`config.mk`:
```
export PLATFORM = sky130hd
export DESIGN_NAME = pfsa_front
export DESIGN_NICKNAME = d
export VERILOG_FILES = /design/src/hdl/pfsa_pkg.sv /design/src/hdl/pfsa_front.sv
export SDC_FILE = /design/constraint.sdc
export NUM_CORES = 1
export LEC_CHECK = 0
export BUFFER_PORTS_ARGS = -buffer_cell sky130_fd_sc_hd__buf_4
export CAP_MARGIN = 20
export CORE_MARGIN = 8
export CORE_UTILIZATION = 30
export DETAILED_ROUTE_END_ITERATION = 8
export GPL_ROUTABILITY_DRIVEN = 0
export PLACE_DENSITY_LB_ADDON = 0.05
export SLEW_MARGIN = 10
export SYNTH_ARGS = -nofsm -noshare
export SYNTH_HDL_FRONTEND = slang
export SYNTH_SLANG_ARGS = --single-unit
export TNS_END_PERCENT = 5
```
`constraint.sdc`:
```
create_clock -name clk_i -period 8.5 [get_ports clk_i]
set_input_delay 0.425 -clock clk_i [delete_from_list [all_inputs] [get_ports clk_i]]
set_output_delay 0.425 -clock clk_i [all_outputs]
set_load 0.005 [all_outputs]
```
`src/hdl/pfsa_pkg.sv`:
```
// ----------------------------------------------------------------------------
// Free page stack allocator package
// Shared field widths, codes and payload types of the allocator.
// ----------------------------------------------------------------------------
package pfsa_pkg;

  localparam int unsigned PAGE_W = 52;
  localparam int unsigned COUNT_W = 7;
  localparam int unsigned PAGES_W = 11;
  localparam int unsigned DEF_STACK_DEPTH = 1024;
  localparam int unsigned DEF_MAX_BURST = 64;
  localparam int unsigned WORK_Q_DEPTH = 2;
  localparam int unsigned RES_Q_DEPTH = 4;
  localparam int unsigned CFG_ADDR_W = 4;
  localparam int unsigned CFG_DATA_W = 64;

  localparam logic [1:0] CMD_INIT = 2'd0;
  localparam logic [1:0] CMD_ALLOC = 2'd1;
  localparam logic [1:0] CMD_FREE = 2'd2;

  localparam logic REG_BASE_PAGE = 1'b0;

  typedef enum logic [1:0] {
    STATUS_OK       = 2'd0,
    STATUS_SHORT    = 2'd1,
    STATUS_BADCOUNT = 2'd2,
    STATUS_FULL     = 2'd3
  } status_e;

  typedef enum logic [1:0] {
    KIND_INIT,
    KIND_ALLOC,
    KIND_FREE,
    KIND_BADCOUNT
  } kind_e;

  typedef struct packed {
    logic [1:0]         command;
    logic [COUNT_W-1:0] count;
    logic [PAGE_W-1:0]  page_number;
  } item_t;

  typedef struct packed {
    logic [PAGE_W-1:0]  allocated_page;
    status_e            status;
    logic               last;
    logic [PAGES_W-1:0] pages_free;
  } result_t;

  typedef struct packed {
    kind_e              kind;
    logic [COUNT_W-1:0] count;
    logic [PAGE_W-1:0]  page;
  } work_t;

endpackage

```
`src/hdl/pfsa_front.sv`:
```
// ----------------------------------------------------------------------------
// Allocator command front end
// Accepts commands, checks burst counts and drops unused command codes.
// ----------------------------------------------------------------------------
module pfsa_front #(
  parameter int unsigned MAX_BURST = pfsa_pkg::DEF_MAX_BURST
) (
  input  logic            clk_i,
  input  logic            rst_ni,
  input  logic            push_i,
  input  pfsa_pkg::item_t item_i,
  output logic            full_o,
  output logic            work_push_o,
  output pfsa_pkg::work_t work_o,
  input  logic            work_full_i
);

  import pfsa_pkg::*;

  logic  valid_q, valid_d;
  work_t work_q, work_d;
  logic  accept;
  logic  keep;

  assign full_o      = valid_q & work_full_i;
  assign accept      = push_i & ~full_o;
  assign work_push_o = valid_q;
  assign work_o      = work_q;

  always_comb begin
    keep        = 1'b1;
    work_d      = work_q;
    work_d.count = item_i.count;
    work_d.page  = item_i.page_number;
    work_d.kind  = KIND_INIT;
    unique case (item_i.command)
      CMD_INIT: work_d.kind = KIND_INIT;
      CMD_ALLOC: begin
        if (item_i.count == '0 || item_i.count > COUNT_W'(MAX_BURST)) begin
          work_d.kind = KIND_BADCOUNT;
        end else begin
          work_d.kind = KIND_ALLOC;
        end
      end
      CMD_FREE: work_d.kind = KIND_FREE;
      default: keep = 1'b0;
    endcase
    if (accept) begin
      valid_d = keep;
    end else if (valid_q && !work_full_i) begin
      valid_d = 1'b0;
    end else begin
      valid_d = valid_q;
    end
  end

  always_ff @(posedge clk_i or negedge rst_ni) begin
    if (!rst_ni) begin
      valid_q <= 1'b0;
    end else begin
      valid_q <= valid_d;
    end
  end

  always_ff @(posedge clk_i) begin
    if (accept) begin
      work_q <= work_d;
    end
  end

endmodule

```
==> impl_metrics.py <==
metrics = {
    "synth": {
        "synth_common_cells": "edfxtp_1 (61), ha_1 (4), inv_1 (3), nor2b_1 (2)",
        "synthArstFlopShare": 0.0161,
        "netlist.area_leader.share": 0.917,
        "yosysWarningCount": 0,
        "muxShareOfSynthArea": 0,
        "synth_area_leaders": "edfxtp_1 (92%), ha_1 (2.5%), dfrtp_1 (1.3%), nor4_4 (1.1%), nor2b_1 (0.63%)",
        "ys_seq_area_frac": 0.929,
        "synth_compound_area_frac": 0.0125,
        "syn_area_per_cell_um2": 25.3,
        "synth.distinct_cells": 13,
        "synthSimpleGateAreaFrac": 0.0276,
        "synthMostInstantiatedCell": "edfxtp_1",
        "ys_ff_latch": 62,
        "synth_top_cell_by_area": "edfxtp_1",
        "synth_top_family_by_area": "simple AND/OR/NAND/NOR gates",
        "synth_edf_count": 61,
        "synth_fa_ha_area_frac": 0.0250,
        "synthesis.nets": 148,
        "syn-instance-count": 79,
        "synthXorXnorAreaFrac": 0,
        "syn_area_um2": 2000,
        "ys.flop_type": "edfxtp_1",
    },
    "sta": {
        "setup_viol": 0,
        "hold_viol_final": 0,
        "rsz0062_at_grt": "false",
        "period_needed_ns": 2.09,
        "tightest_slew_ns": 0.806,
        "relSlewSlack": 0.462,
        "fin_setup_tns_ns": 0,
        "final-max-slew-violation-count": 0,
        "post-route-period-util": 0.246,
        "fmax_mhz": 478,
        "skew_ns": 0.00306,
    },
    "cells_and_area": {
        "areaGrowthSynthToFinish_pct": 61.1,
        "drive_above_1_share": 0.635,
        "fill_cells": 579,
        "nNetsFinal": 288,
        "n_antenna_cell": 0,
        "fin_cells": 299,
    },
    "clocking": {
        "cts_buffers": 9,
        "path_clk_slew_ns": 0.06,
        "clk_latency_ns": 0.32,
        "h-tree-depth": 3,
        "cts_tree": "done",
        "cts.path.max_buffers": 2,
        "clkSinkCount": 62,
        "cts_resized": 0,
        "ctsRootBufferMaster": "clkbuf_8",
    },
    "place": {
        "io_buffers": 127,
        "placedCellCount": 284,
        "dp_hpwl_mm": 4.07,
    },
    "global_route": {
        "grt-ovfl-total": 0,
        "grt_pass1_wl_mm": 7.59,
        "grt_max_degree": 34,
        "antenna_found_initial": 0,
        "grt_pass1_vias": 1397,
        "grt_usage": 0.107,
    },
    "setup_path": {
        "cpLargestDelayFamily": "simple AND/OR/NAND/NOR gates",
        "reg2reg_slack_ns": 6.41,
        "cp_slowest_cell": "nor2b_4",
        "crit_chain": "and2_1 > nor2b_4 > buf_4",
        "critPathBufInv": 1,
        "crit_fanout": 33,
        "worstSetupEndpointType": "flop",
        "cp_slowest_stage_delay_ns": 0.65,
        "cp.arrival_ns": 2.07,
        "start_kind": "flop",
        "required_ns": 8.48,
        "critical_path_class": "flop to flop",
    },
    "detailed_routing": {
        "routed_wl_mm": 5.15,
        "drtAntennaViolNets": 0,
        "vias": 1261,
        "drtPass1Iterations": 4,
        "wl_per_cell_um": 17.2,
        "vias_per_cell": 4.22,
        "drcViolationCount": 0,
        "initialDrtViolationCount": 38,
    },
    "floorplanning": {
        "initial_core_util": 0.313,
        "core_area_um2": 6390,
        "die_area_um2": 9530,
        "chipWidth_um": 97.6,
        "io-pin-count": 128,
        "row_count": 29,
        "die_h_um": 97.6,
    },
    "flow_run": {
        "maxCapViolCount": 0,
    },
    "pwr": {
        "power.density_nw_per_um2": 195,
        "leakage_uw": 0.00137,
        "peakVddDrop_v": 0.0000981,
        "total_power_uw": 628,
    },
    "status": {
        "status": "complete, no violations",
    },
    "hold_path": {
        "hp-class": "input pin to flop",
    },
}
[worst paths after layout]
path,startpoint,cells past startpoint,to
max in group asynchronous,rst_ni,2,work_push_o
worst max register to register,work_push_o,3,work_o[8]
min in group asynchronous,rst_ni,2,work_push_o
worst min-delay path,item_i[39],1,work_o[39]
worst min register to register,work_push_o,2,work_push_o
worst max-delay path,work_push_o,3,work_o[8]
[power by group]
group          leakage, µW  switching, µW  internal, µW  total (µW)
Clock            0.0000765           97.8           101         198
Combinational     0.000694           25.2          41.2        66.4
Sequential        0.000596           4.90           359         363
[kinds of logic after synthesis]
group	count (synthesis)
fa+ha+maj	4
simple gates	7
compound gates	3
flops	62
buf+inv	3
[what timing repair did]
item                                   CTS  global route
buffers inserted                         0             0
setup endpoints to repair                0             0
endpoints found under the hold margin    1             0
hold buffers                             1             0
[routing by layer]
metal	routed length, µm	share of wire	global-route usage	up-vias
met5	0	0	0	-
met4	88	0.017	0.0559	0
met3	617	0.12	0.0683	9
met2	2610	0.51	0.170	73
met1	1840	0.36	0.104	592
li1	-	-	-	587
[worst register-to-register path, cell delays in order (launching register included)]
cell     delay, ns
dfrtp_1       0.38
and2_1        0.20
nor2b_4       0.65
buf_4         0.51
[registers in the layout, summed over array words and instances, names as in the netlist]
register and flops:
work_push_o 1, work_o 61
[layout make-up]
| class | count | area (µm²) | share of cell area |
|---|---|---|---|
| Inverter | 3 | 11.3 | 0.00350 |
| Timing Repair Buffer | 129 | 971 | 0.302 |
| Sequential cell | 62 | 1860 | 0.577 |
| Tap cell | 77 | 96.3 | 0.0299 |
| Clock inverter | 3 | 13.8 | 0.00428 |
| Multi-Input combinational cell | 14 | 138 | 0.0428 |
| Clock buffer | 11 | 131 | 0.0408 |
[cells in the final DEF, fill, tap and decap left out]
cell             n
a211oi_1         1
a21o_1           1
a311o_1          1
and2_1           1
buf_4          128
clkbuf_1         2
clkbuf_8         9
clkinv_1         1
clkinv_2         2
dfrtp_1          1
dlygate4sd3_1    1
edfxtp_1        61
ha_1             4
inv_1            3
nand2_1          1
nor2_1           1
nor2b_1          1
nor2b_4          1
nor3b_1          1
nor4_4           1
[metrics by stage]
step | hold WS (ns) | util | worst slack, ns | area [µm²]
global placement | 0.201 | 0.480 | 6.31 | 3060
detailed placement | 0.202 | 0.480 | 6.24 | 3060
floorplan | 0.129 | - | 4.69 | 2000
finish | 0.280 | 0.504 | 6.41 | 3220
CTS | 0.259 | 0.504 | 6.35 | 3220
global route | 0.253 | 0.504 | 6.22 | 3220
(Power assumes the default switching activity.)
