## config.mk

```make
export PLATFORM = sky130hd
export DESIGN_NAME = pfsa_fifo
export DESIGN_NICKNAME = d
export VERILOG_FILES = /design/src/hdl/pfsa_fifo.sv
export SDC_FILE = /design/constraint.sdc
export NUM_CORES = 1
export LEC_CHECK = 0
export BUFFER_PORTS_ARGS = -buffer_cell sky130_fd_sc_hd__buf_4
export CORE_AREA = 3 3 40 42
export CTS_CLUSTER_SIZE = 8
export DETAILED_ROUTE_END_ITERATION = 7
export DIE_AREA = 0 0 43 45
export MAX_ROUTING_LAYER = met4
export PLACE_DENSITY = 0.42
export SETUP_SLACK_MARGIN = 0.1
export SLEW_MARGIN = 40
export SYNTH_ARGS = -nofsm -noshare
export SYNTH_HDL_FRONTEND = slang
export SYNTH_SLANG_ARGS = --single-unit
```

## constraint.sdc

```tcl
create_clock -name clk_i -period 2.25 [get_ports clk_i]
set_input_delay 0 -clock clk_i [delete_from_list [all_inputs] [get_ports clk_i]]
set_output_delay 0 -clock clk_i [all_outputs]
set_load 0.01 [all_outputs]
```

## src/hdl/pfsa_fifo.sv

```systemverilog
// ----------------------------------------------------------------------------
// Small synchronous queue
// Register-based first-in first-out queue with fill count.
// ----------------------------------------------------------------------------
module pfsa_fifo #(
  parameter int unsigned WIDTH = 1,
  parameter int unsigned DEPTH = 2
) (
  input  logic                         clk_i,
  input  logic                         rst_ni,
  input  logic                         push_i,
  input  logic [WIDTH-1:0]             data_i,
  input  logic                         pop_i,
  output logic [WIDTH-1:0]             data_o,
  output logic                         full_o,
  output logic                         empty_o,
  output logic [$clog2(DEPTH+1)-1:0]   count_o
);

  localparam int unsigned PW = (DEPTH > 1) ? $clog2(DEPTH) : 1;
  localparam int unsigned CW = $clog2(DEPTH + 1);

  logic [WIDTH-1:0] mem_q [DEPTH];
  logic [PW-1:0]    wr_q, wr_d, rd_q, rd_d;
  logic [CW-1:0]    cnt_q, cnt_d;
  logic             do_push, do_pop;

  assign full_o  = (cnt_q == CW'(DEPTH));
  assign empty_o = (cnt_q == '0);
  assign count_o = cnt_q;
  assign data_o  = mem_q[rd_q];
  assign do_push = push_i & ~full_o;
  assign do_pop  = pop_i & ~empty_o;

  always_comb begin
    wr_d  = wr_q;
    rd_d  = rd_q;
    cnt_d = cnt_q;
    if (do_push) begin
      wr_d = (wr_q == PW'(DEPTH - 1)) ? '0 : wr_q + 1'b1;
    end
    if (do_pop) begin
      rd_d = (rd_q == PW'(DEPTH - 1)) ? '0 : rd_q + 1'b1;
    end
    if (do_push && !do_pop) begin
      cnt_d = cnt_q + 1'b1;
    end else if (do_pop && !do_push) begin
      cnt_d = cnt_q - 1'b1;
    end
  end

  always_ff @(posedge clk_i or negedge rst_ni) begin
    if (!rst_ni) begin
      wr_q  <= '0;
      rd_q  <= '0;
      cnt_q <= '0;
    end else begin
      wr_q  <= wr_d;
      rd_q  <= rd_d;
      cnt_q <= cnt_d;
    end
  end

  always_ff @(posedge clk_i) begin
    if (do_push) begin
      mem_q[wr_q] <= data_i;
    end
  end

endmodule

```

==> results.json, run 1 <==
{
  "cp_top_family": "flip-flops",
  "path_buf_inv": 1,
  "globalRouteTotalUtil": 0.08038,
  "die_h_um": 45,
  "fmax_mhz": 656.3,
  "worstPathRequired_ns": 2.41,
  "n_fill_cell": 136,
  "report.final.slew_viol_count": 0,
  "clock-root-buffer": "clkbuf_4",
  "hold_class": "in2async",
  "numCtsBuffers": 3,
  "synth_area_leaders": "dfrtp_1 37%, edfxtp_1 22%, xnor2_1 9.8%",
  "crit_fanout": 6,
  "wl_per_cell_um": 10.90,
  "cp-end-kind": "register",
  "initial_core_util": 0.2084,
  "status": "finished, final reports clean",
  "antenna_found_initial": 0,
  "nets": 44,
  "postCtsResizedCells": 0,
  "reg2reg_to": "count_o[1]",
  "antenna_cells": 0,
  "tightest_slew_ns": 0.2288,
  "avgSynthCellArea_sq_um": 12.17,
  "cts_post_setup_buffers_inserted": 0,
  "crit_chain": "nand2b_1, nand2_1, inv_1, ha_1, xor2_1, nor2_1, xor2_1",
  "vias": 202,
  "netlist.area_leader.share": 0.3738,
  "fin_skew_ns": 0.01098,
  "synth_cell_types": 12,
  "grt_pass1_wl_um": 1007,
  "post-route-util": 0.3116,
  "crit_path_end": "count_o[1]",
  "drtIter0Drc": 2,
  "crit_top_cell": "xor2_1",
  "via_per_inst": 3.885,
  "r2r_slack_ns": 0.73,
  "cp.depth": 7,
  "vdd_ir_drop_max_uv": 377.9,
  "power.density_nw_per_um2": 1404,
  "critPathLaunch": "count_o[0]",
  "htreeDepth": 1,
  "routabilityCongestion": 0.6778,
  "drt_pass1_iterations": 2,
  "port_buffers": 9,
  "multi_input_area_sq_um": 100.1,
  "row_count": 13,
  "yosys.area.top_type": "dfrtp_1",
  "seq_area_sq_um": 160.2,
  "core_region_area_sq_um": 1285,
  "grt_overflow_total": 0,
  "die_w_um": 43,
  "maxCapViolCount": 0,
  "synth_fp_nets": 28,
  "slew_headroom": 0.8475,
  "drt.antenna.violating_nets": 0,
  "layout-drive-gt1-share": 0.3514,
  "yosys_warnings": 0,
  "crit_type": "reg2reg",
  "hold_viol": 0,
  "stdcell_count": 52,
  "finalCritPeriodShare": 0.6772,
  "drt_wl_total_um": 567,
  "reg2reg_depth": 7,
  "area_growth_pct": 49.53,
  "syn_area_sq_um": 267.8,
  "path_clk_slew_ns": 0.05,
  "dp_hpwl_um": 441.5,
  "grt_pass1_vias": 239,
  "reg2reg_from": "count_o[0]",
  "crit_path_start_kind": "register",
  "grt_max_degree": 7,
  "die_area_sq_um": 1935,
  "setup_violations": 0,
  "finalSetupTns_ns": 0,
  "drc": 0,
  "cts_tree": "built",
  "ys_seq_area_frac": 0.5981,
  "ys_ff_latch": 6,
  "layout_common_cells": "9 x buf_4, 4 x dfrtp_1, 3 x nor2_1, 3 x xnor2_1, 3 x clkbuf_4",
  "layout_commonest_cell": "buf_4",
  "fin_crit_ns": 1.524,
  "arrival_ns": 1.68,
  "io_pins": 10,
  "rsz0062_at_grt": "no",
  "clkSinkCount": 6,
  "crit_slowest_cell": "dfrtp_1",
  "ctsHoldBuffers": 2,
  "postSynthCellCount": 22,
  "leakagePower_nw": 0.1930,
  "cts.path.max_buffers": 2,
  "worst_skew_pair.late_latency_ns": 0.25,
  "slowest_delay_ns": 0.45,
  "place_inst": 46
}
-- synthesized netlist by cell type --
library cell	number
and3_1	1
dfrtp_1	4
edfxtp_1	2
ha_1	1
inv_1	2
mux2_2	1
nand2_1	1
nand2b_1	1
nor2_1	3
o21ai_1	1
xnor2_1	3
xor2_1	2
-- final cells by class --
type | instances | area share
sequential | 6 | 0.4000
timing repair buffer | 11 | 0.2188
clock buffer | 4 | 0.06563
tap | 15 | 0.04688
multi-input combinational | 14 | 0.2500
inverter | 2 | 0.01875
-- layer usage --
layer / vias up / part of all wire / global-route usage / routed length, um
li1: 101 / - / - / -
met5: - / 0 / - / 0
met2: 6 / 0.57 / 0.1198 / 323
met1: 93 / 0.35 / 0.07143 / 200
met4: 0 / 0.042 / 0.1265 / 24
met3: 2 / 0.034 / 0.01195 / 19
-- where the power goes --
part	switching [mW]	leakage [nW]	total (mW)	internal [mW]
Clock	0.0416	0.0150	0.109	0.0673
Sequential	0.0504	0.0652	0.214	0.164
Combinational	0.104	0.113	0.239	0.136
-- state kept, by name, summed over array words and instances (netlist names) --
register,cells
wr_q,1
rd_q,1
mem_q,2
count_o,2
-- through the flow --
stage	total power [mW]	hold slack [ns]	cell area, sq um	setup slack (ns)
after global routing	0.6118	0.07951	400.4	0.5610
after floorplan	0.3515	-0.2956	267.8	0.8227
after detailed placement	0.4569	-0.1964	354.1	0.7363
final	0.5622	0.08648	400.4	0.7264
after CTS	0.5739	0.08448	400.4	0.7133
after global placement	0.4467	-0.2012	354.1	0.7803
-- kinds of logic after synthesis --
group | Yosys count | share of synthesized area
simple gates | 6 | 0.1028
flops | 6 | 0.5982
xor+xnor | 5 | 0.1636
buf+inv | 2 | 0.02805
compound gates | 1 | 0.01867
mux | 1 | 0.04205
fa+ha+maj | 1 | 0.04672
-- worst min-delay path by stage --
stage / slack, ns / from / end
after CTS: 0.08 / push_i / wr_q
final: 0.09 / rst_ni / count_o[0]
after detailed placement: -0.20 / rst_ni / count_o[0]
after global routing: 0.08 / rst_ni / count_o[0]
after floorplan: -0.30 / rst_ni / count_o[0]
after global placement: -0.20 / rst_ni / rd_q
-- worst reg2reg max path: stages (launching register included) --
cell	delay [ns]
dfrtp_1	0.45
nand2b_1	0.21
nand2_1	0.13
inv_1	0.06
ha_1	0.18
xor2_1	0.14
nor2_1	0.11
xor2_1	0.15
(Power assumes the default switching activity.)
==> inputs of run 2 (changes only) <==
Clock period 2.25 ns to 1.5 ns, I/O delays scaled along.
==> run 2 against run 1 <==
First-iteration DRC count grew to 4.0 times the previous value. Register-to-register slack lost 0.56 ns. Global-route usage shrank 2.2 points. Utilization grew 4.0 points. Power grew 71%. Clock-buffer cell count is the same. Sequential cell count is the same. Critical endpoint unchanged. Largest cell class unchanged. Highest routed layer unchanged.
==> results.json, run 2 (synthesis results as in run 1) <==
{
  "status": "finished, final reports clean",
  "layout-drive-gt1-share": 0.5366,
  "globalRouteTotalUtil": 0.05882,
  "via_per_inst": 3.946,
  "power.density_nw_per_um2": 2132,
  "grt_overflow_total": 0,
  "hold-worst-slack_ns": 0.03747,
  "grt_pass1_wl_um": 793,
  "vdd_ir_drop_max_uv": 801.0,
  "dp_hpwl_um": 402,
  "n_fill_cell": 122,
  "stdcell_count": 56,
  "port_buffers": 9,
  "worstPathRequired_ns": 1.66,
  "slew_headroom": 0.8989,
  "post-route-util": 0.3515,
  "dpl_worst_slack_ns": 0.02634,
  "hold_class": "in2reg",
  "nets": 48,
  "layout_commonest_cell": "buf_4",
  "numCtsBuffers": 3,
  "drtIter0Drc": 8,
  "area_growth_pct": 68.69,
  "die_h_um": 45,
  "crit_type": "reg2reg",
  "crit_fanout": 3,
  "crit_path_start_kind": "register",
  "routabilityCongestion": 0.7045,
  "cp-end-kind": "register",
  "finalInstanceArea_sq_um": 451.7,
  "clkSinkCount": 6,
  "drt_pass1_iterations": 4,
  "layout_common_cells": "13 x buf_4, 3 x nor2_1, 3 x xnor2_1, 3 x clkbuf_4",
  "fin_crit_ns": 1.332,
  "htreeDepth": 1,
  "io_pins": 10,
  "leakagePower_nw": 0.2192,
  "drc": 0,
  "worst_slack_ns": 0.1678,
  "die_area_sq_um": 1935,
  "finalPower_mw": 0.9629,
  "core_region_area_sq_um": 1285,
  "setup_violations": 0,
  "finalCritPeriodShare": 0.8881,
  "drt_wl_total_um": 532,
  "hold_viol": 0,
  "tightest_slew_ns": 0.1517,
  "clock-root-buffer": "clkbuf_4",
  "place_inst": 46,
  "die_w_um": 43,
  "report.final.slew_viol_count": 0,
  "row_count": 13,
  "worst_skew_pair.late_latency_ns": 0.24,
  "rsz0062_at_grt": "no",
  "path_clk_slew_ns": 0.05,
  "wl_per_cell_um": 9.500,
  "drt.antenna.violating_nets": 0,
  "grt_max_degree": 6,
  "antenna_found_initial": 0,
  "finalSetupTns_ns": 0,
  "fmax_mhz": 750.7,
  "arrival_ns": 1.49,
  "cts.path.max_buffers": 2,
  "initial_core_util": 0.2084,
  "vias": 221,
  "antenna_cells": 0,
  "grt_pass1_vias": 191,
  "placed_area_sq_um": 357.8,
  "maxCapViolCount": 0,
  "fin_skew_ns": 0.001841,
  "cts_tree": "built"
}
## run 2: layer usage
metal / wire length, um / global-route usage
met1: 213 / 0.06667
met2: 275 / 0.08683
met3: 24 / 0.01195
met4: 19 / 0.05422
met5: 0 / -
## run 2: layout make-up
class / count / area, sq um / share of cell area
timing repair buffer: 15 / 117.6 / 0.2604
sequential: 6 / 162.7 / 0.3601
multi-input combinational: 14 / 118.9 / 0.2632
tap: 15 / 18.77 / 0.04155
inverter: 2 / 7.507 / 0.01662
clock buffer: 4 / 26.28 / 0.05817
## run 2: path summary, 6_finish.rpt
| kind | endpoint | depth (start not counted) | from | slack (ns) |
|---|---|---|---|---|
| max | count_o[1] | 7 | count_o[0] | 0.17 |
| min | rd_q | 3 | pop_i | 0.04 |
| max reg2reg | count_o[1] | 7 | count_o[0] | 0.17 |
| min reg2reg | rd_q | 1 | rd_q | 0.49 |
| max in group asynchronous | count_o[0] | 2 | rst_ni | 1.30 |
| min in group asynchronous | wr_q | 2 | rst_ni | 0.09 |
## run 2: worst max-delay path, stage by stage (launching register included)
cell	delay [ns]
dfrtp_2	0.39
nand2b_4	0.16
nand2_4	0.07
inv_1	0.04
ha_1	0.18
xor2_1	0.14
nor2_1	0.12
xor2_1	0.15
## run 2: timing repair
| action | in CTS | in global routing |
|---|---|---|
| setup buffers | 1 | 3 |
| resized for setup | 1 | 3 |
| hold endpoints to repair | 6 | 0 |
| pin swaps | 0 | 2 |
| hold buffers | 2 | 0 |
| setup endpoints to repair | 1 | 1 |
## run 2: where the power goes
part | total [mW] | leakage, nW | internal [mW] | switching (mW)
clock | 0.164 | 0.0150 | 0.101 | 0.0630
sequential | 0.312 | 0.0632 | 0.251 | 0.0606
combinational | 0.487 | 0.141 | 0.291 | 0.197
total | 0.963 | 0.219 | 0.642 | 0.320
==> inputs of run 3 (changes only) <==
Settings changed: BUFFER_PORTS_ARGS -buffer_cell sky130_fd_sc_hd__buf_4 to -buffer_cell sky130_fd_sc_hd__buf_2.
==> run 3 against run 2 <==
Sequential cell count is the same. Clock-buffer cell count is the same. Register-to-register slack is essentially flat. Sequential share of layout area grew 3.0 points. Worst setup slack lost 0.0061 ns. Fmax shrank 0.45%. Power shrank 8.3%. Clock skew grew 0.010 ns. Worst hold slack lost 0.018 ns. Routed wire length shrank 4.3%.
==> results.json, run 3 (synthesis results as in run 1) <==
{
  "finalPower_mw": 0.8832,
  "area_growth_pct": 55.61,
  "layout_common_cells": "9 x buf_2, 3 x nor2_1, 3 x xnor2_1, 3 x clkbuf_4",
  "worst_skew_pair.late_latency_ns": 0.25,
  "tightest_slew_ns": 0.1468,
  "hold_class": "in2reg",
  "grt_use_met2": 0.08683,
  "fin_skew_ns": 0.01206,
  "fmax_mhz": 747.3,
  "cts.path.max_buffers": 2,
  "crit_path_start_kind": "register",
  "crit_type": "reg2reg",
  "placed_area_sq_um": 335.3,
  "row_count": 13,
  "drt.antenna.violating_nets": 0,
  "status": "finished, final reports clean",
  "globalRouteTotalUtil": 0.06055,
  "routabilityCongestion": 0.6724,
  "antenna_cells": 0,
  "rsz0062_at_grt": "no",
  "port_buffers": 9,
  "drtIter0Drc": 3,
  "crit_path_end": "count_o[1]",
  "wl_per_cell_um": 9.426,
  "crit_chain": "nand2b_4, nand2_4, inv_2, ha_2, xor2_1, nor2_1, xor2_1",
  "reg2reg_from": "count_o[0]",
  "initial_core_util": 0.2084,
  "clock-root-buffer": "clkbuf_4",
  "reg2reg_depth": 7,
  "busiest_layer": "met2",
  "cp.depth": 7,
  "fin_crit_ns": 1.338,
  "vdd_ir_drop_max_uv": 681.2,
  "worstPathRequired_ns": 1.66,
  "critPathLaunch": "count_o[0]",
  "crit_top_cell": "xor2_1",
  "crit_fanout": 4,
  "drc": 0,
  "setup_violations": 0,
  "path_buf_inv": 1,
  "maxCapViolCount": 0,
  "arrival_ns": 1.49,
  "drt_wl_total_um": 509,
  "crit_slowest_cell": "dfrtp_2",
  "layout-drive-gt1-share": 0.5641,
  "grtUsageMet3": 0.02390,
  "cp_top_family": "flip-flops",
  "hold_viol": 0,
  "report.final.slew_viol_count": 0,
  "antenna_found_initial": 0,
  "slew_headroom": 0.9021,
  "clkSinkCount": 6,
  "layout_commonest_cell": "buf_2",
  "htreeDepth": 1,
  "die_area_sq_um": 1935,
  "cp-end-kind": "register",
  "finalInstanceArea_sq_um": 416.7,
  "die_w_um": 43,
  "r2r_slack_ns": 0.16,
  "grt_overflow_total": 0,
  "power.density_nw_per_um2": 2120,
  "finalSetupTns_ns": 0,
  "numCtsBuffers": 3,
  "core_region_area_sq_um": 1285,
  "slowest_delay_ns": 0.43,
  "vias": 203,
  "reg2reg_to": "count_o[1]",
  "post-route-util": 0.3242,
  "path_clk_slew_ns": 0.05,
  "finalCritPeriodShare": 0.8922,
  "grt_pass1_wl_um": 779,
  "die_h_um": 45,
  "cts_tree": "built",
  "leakagePower_nw": 0.2003,
  "via_per_inst": 3.759,
  "drt_pass1_iterations": 3,
  "nets": 46,
  "io_pins": 10,
  "grt_max_degree": 6,
  "grt_pass1_vias": 199,
  "hold-worst-slack_ns": 0.01933,
  "met1_usage": 0.06420
}
run 3: changes by cell type in the layout (fill, tap and decap cells not counted), sizes merged:
| cell | delta |
|---|---|
| buf | -2 |
run 3: layout make-up:
cell class,count,area [sq um]
Fill cell,137,868.3
Sequential cell,6,162.7
Multi-Input combinational cell,14,121.4
Timing Repair Buffer,13,80.08
Clock buffer,4,26.28
Tap cell,15,18.77
Inverter,2,7.507
run 3: worst min path at each step:
stage | start | endpoint | slack (ns) | cells after the start
4_1_cts | push_i | wr_q | 0.03 | 3
3_3_place_gp | rst_ni | rd_q | -0.19 | 1
3_5_place_dp | rst_ni | rd_q | -0.19 | 1
2_1_floorplan | rst_ni | count_o[0] | -0.30 | 0
6_report | pop_i | rd_q | 0.02 | 3
5_1_grt | pop_i | rd_q | 0.04 | 3
run 3: power by group:
| group | switching [mW] | internal (mW) |
|---|---|---|
| clock network | 0.0634 | 0.101 |
| registers | 0.0754 | 0.252 |
| logic | 0.175 | 0.217 |
| total | 0.314 | 0.570 |
run 3: worst min-delay path: stages:
cell	delay (ns)
buf_2	0.10
o21ai_2	0.07
xnor2_1	0.06
run 3: metal layers:
layer | vias to the layer above | share of wire
li1 | 107 | -
met1 | 91 | 0.41
met2 | 5 | 0.54
met3 | 0 | 0.047
met4 | 0 | 0
met5 | - | 0
run 3: timing repair:
item,4_1_cts,5_1_grt
hold endpoints to repair,6,0
setup endpoints to repair,1,1
gates resized for setup,2,4
setup buffers,1,1
pin swaps,1,2
hold buffers,2,0
run 3: metrics by stage:
stage                     instances  worst slack [ns]
after floorplan                  22            0.1124
after global placement           46           0.08647
after detailed placement         46           0.05117
after CTS                        53            0.1027
after global routing             54           0.09862
final                            54            0.1618
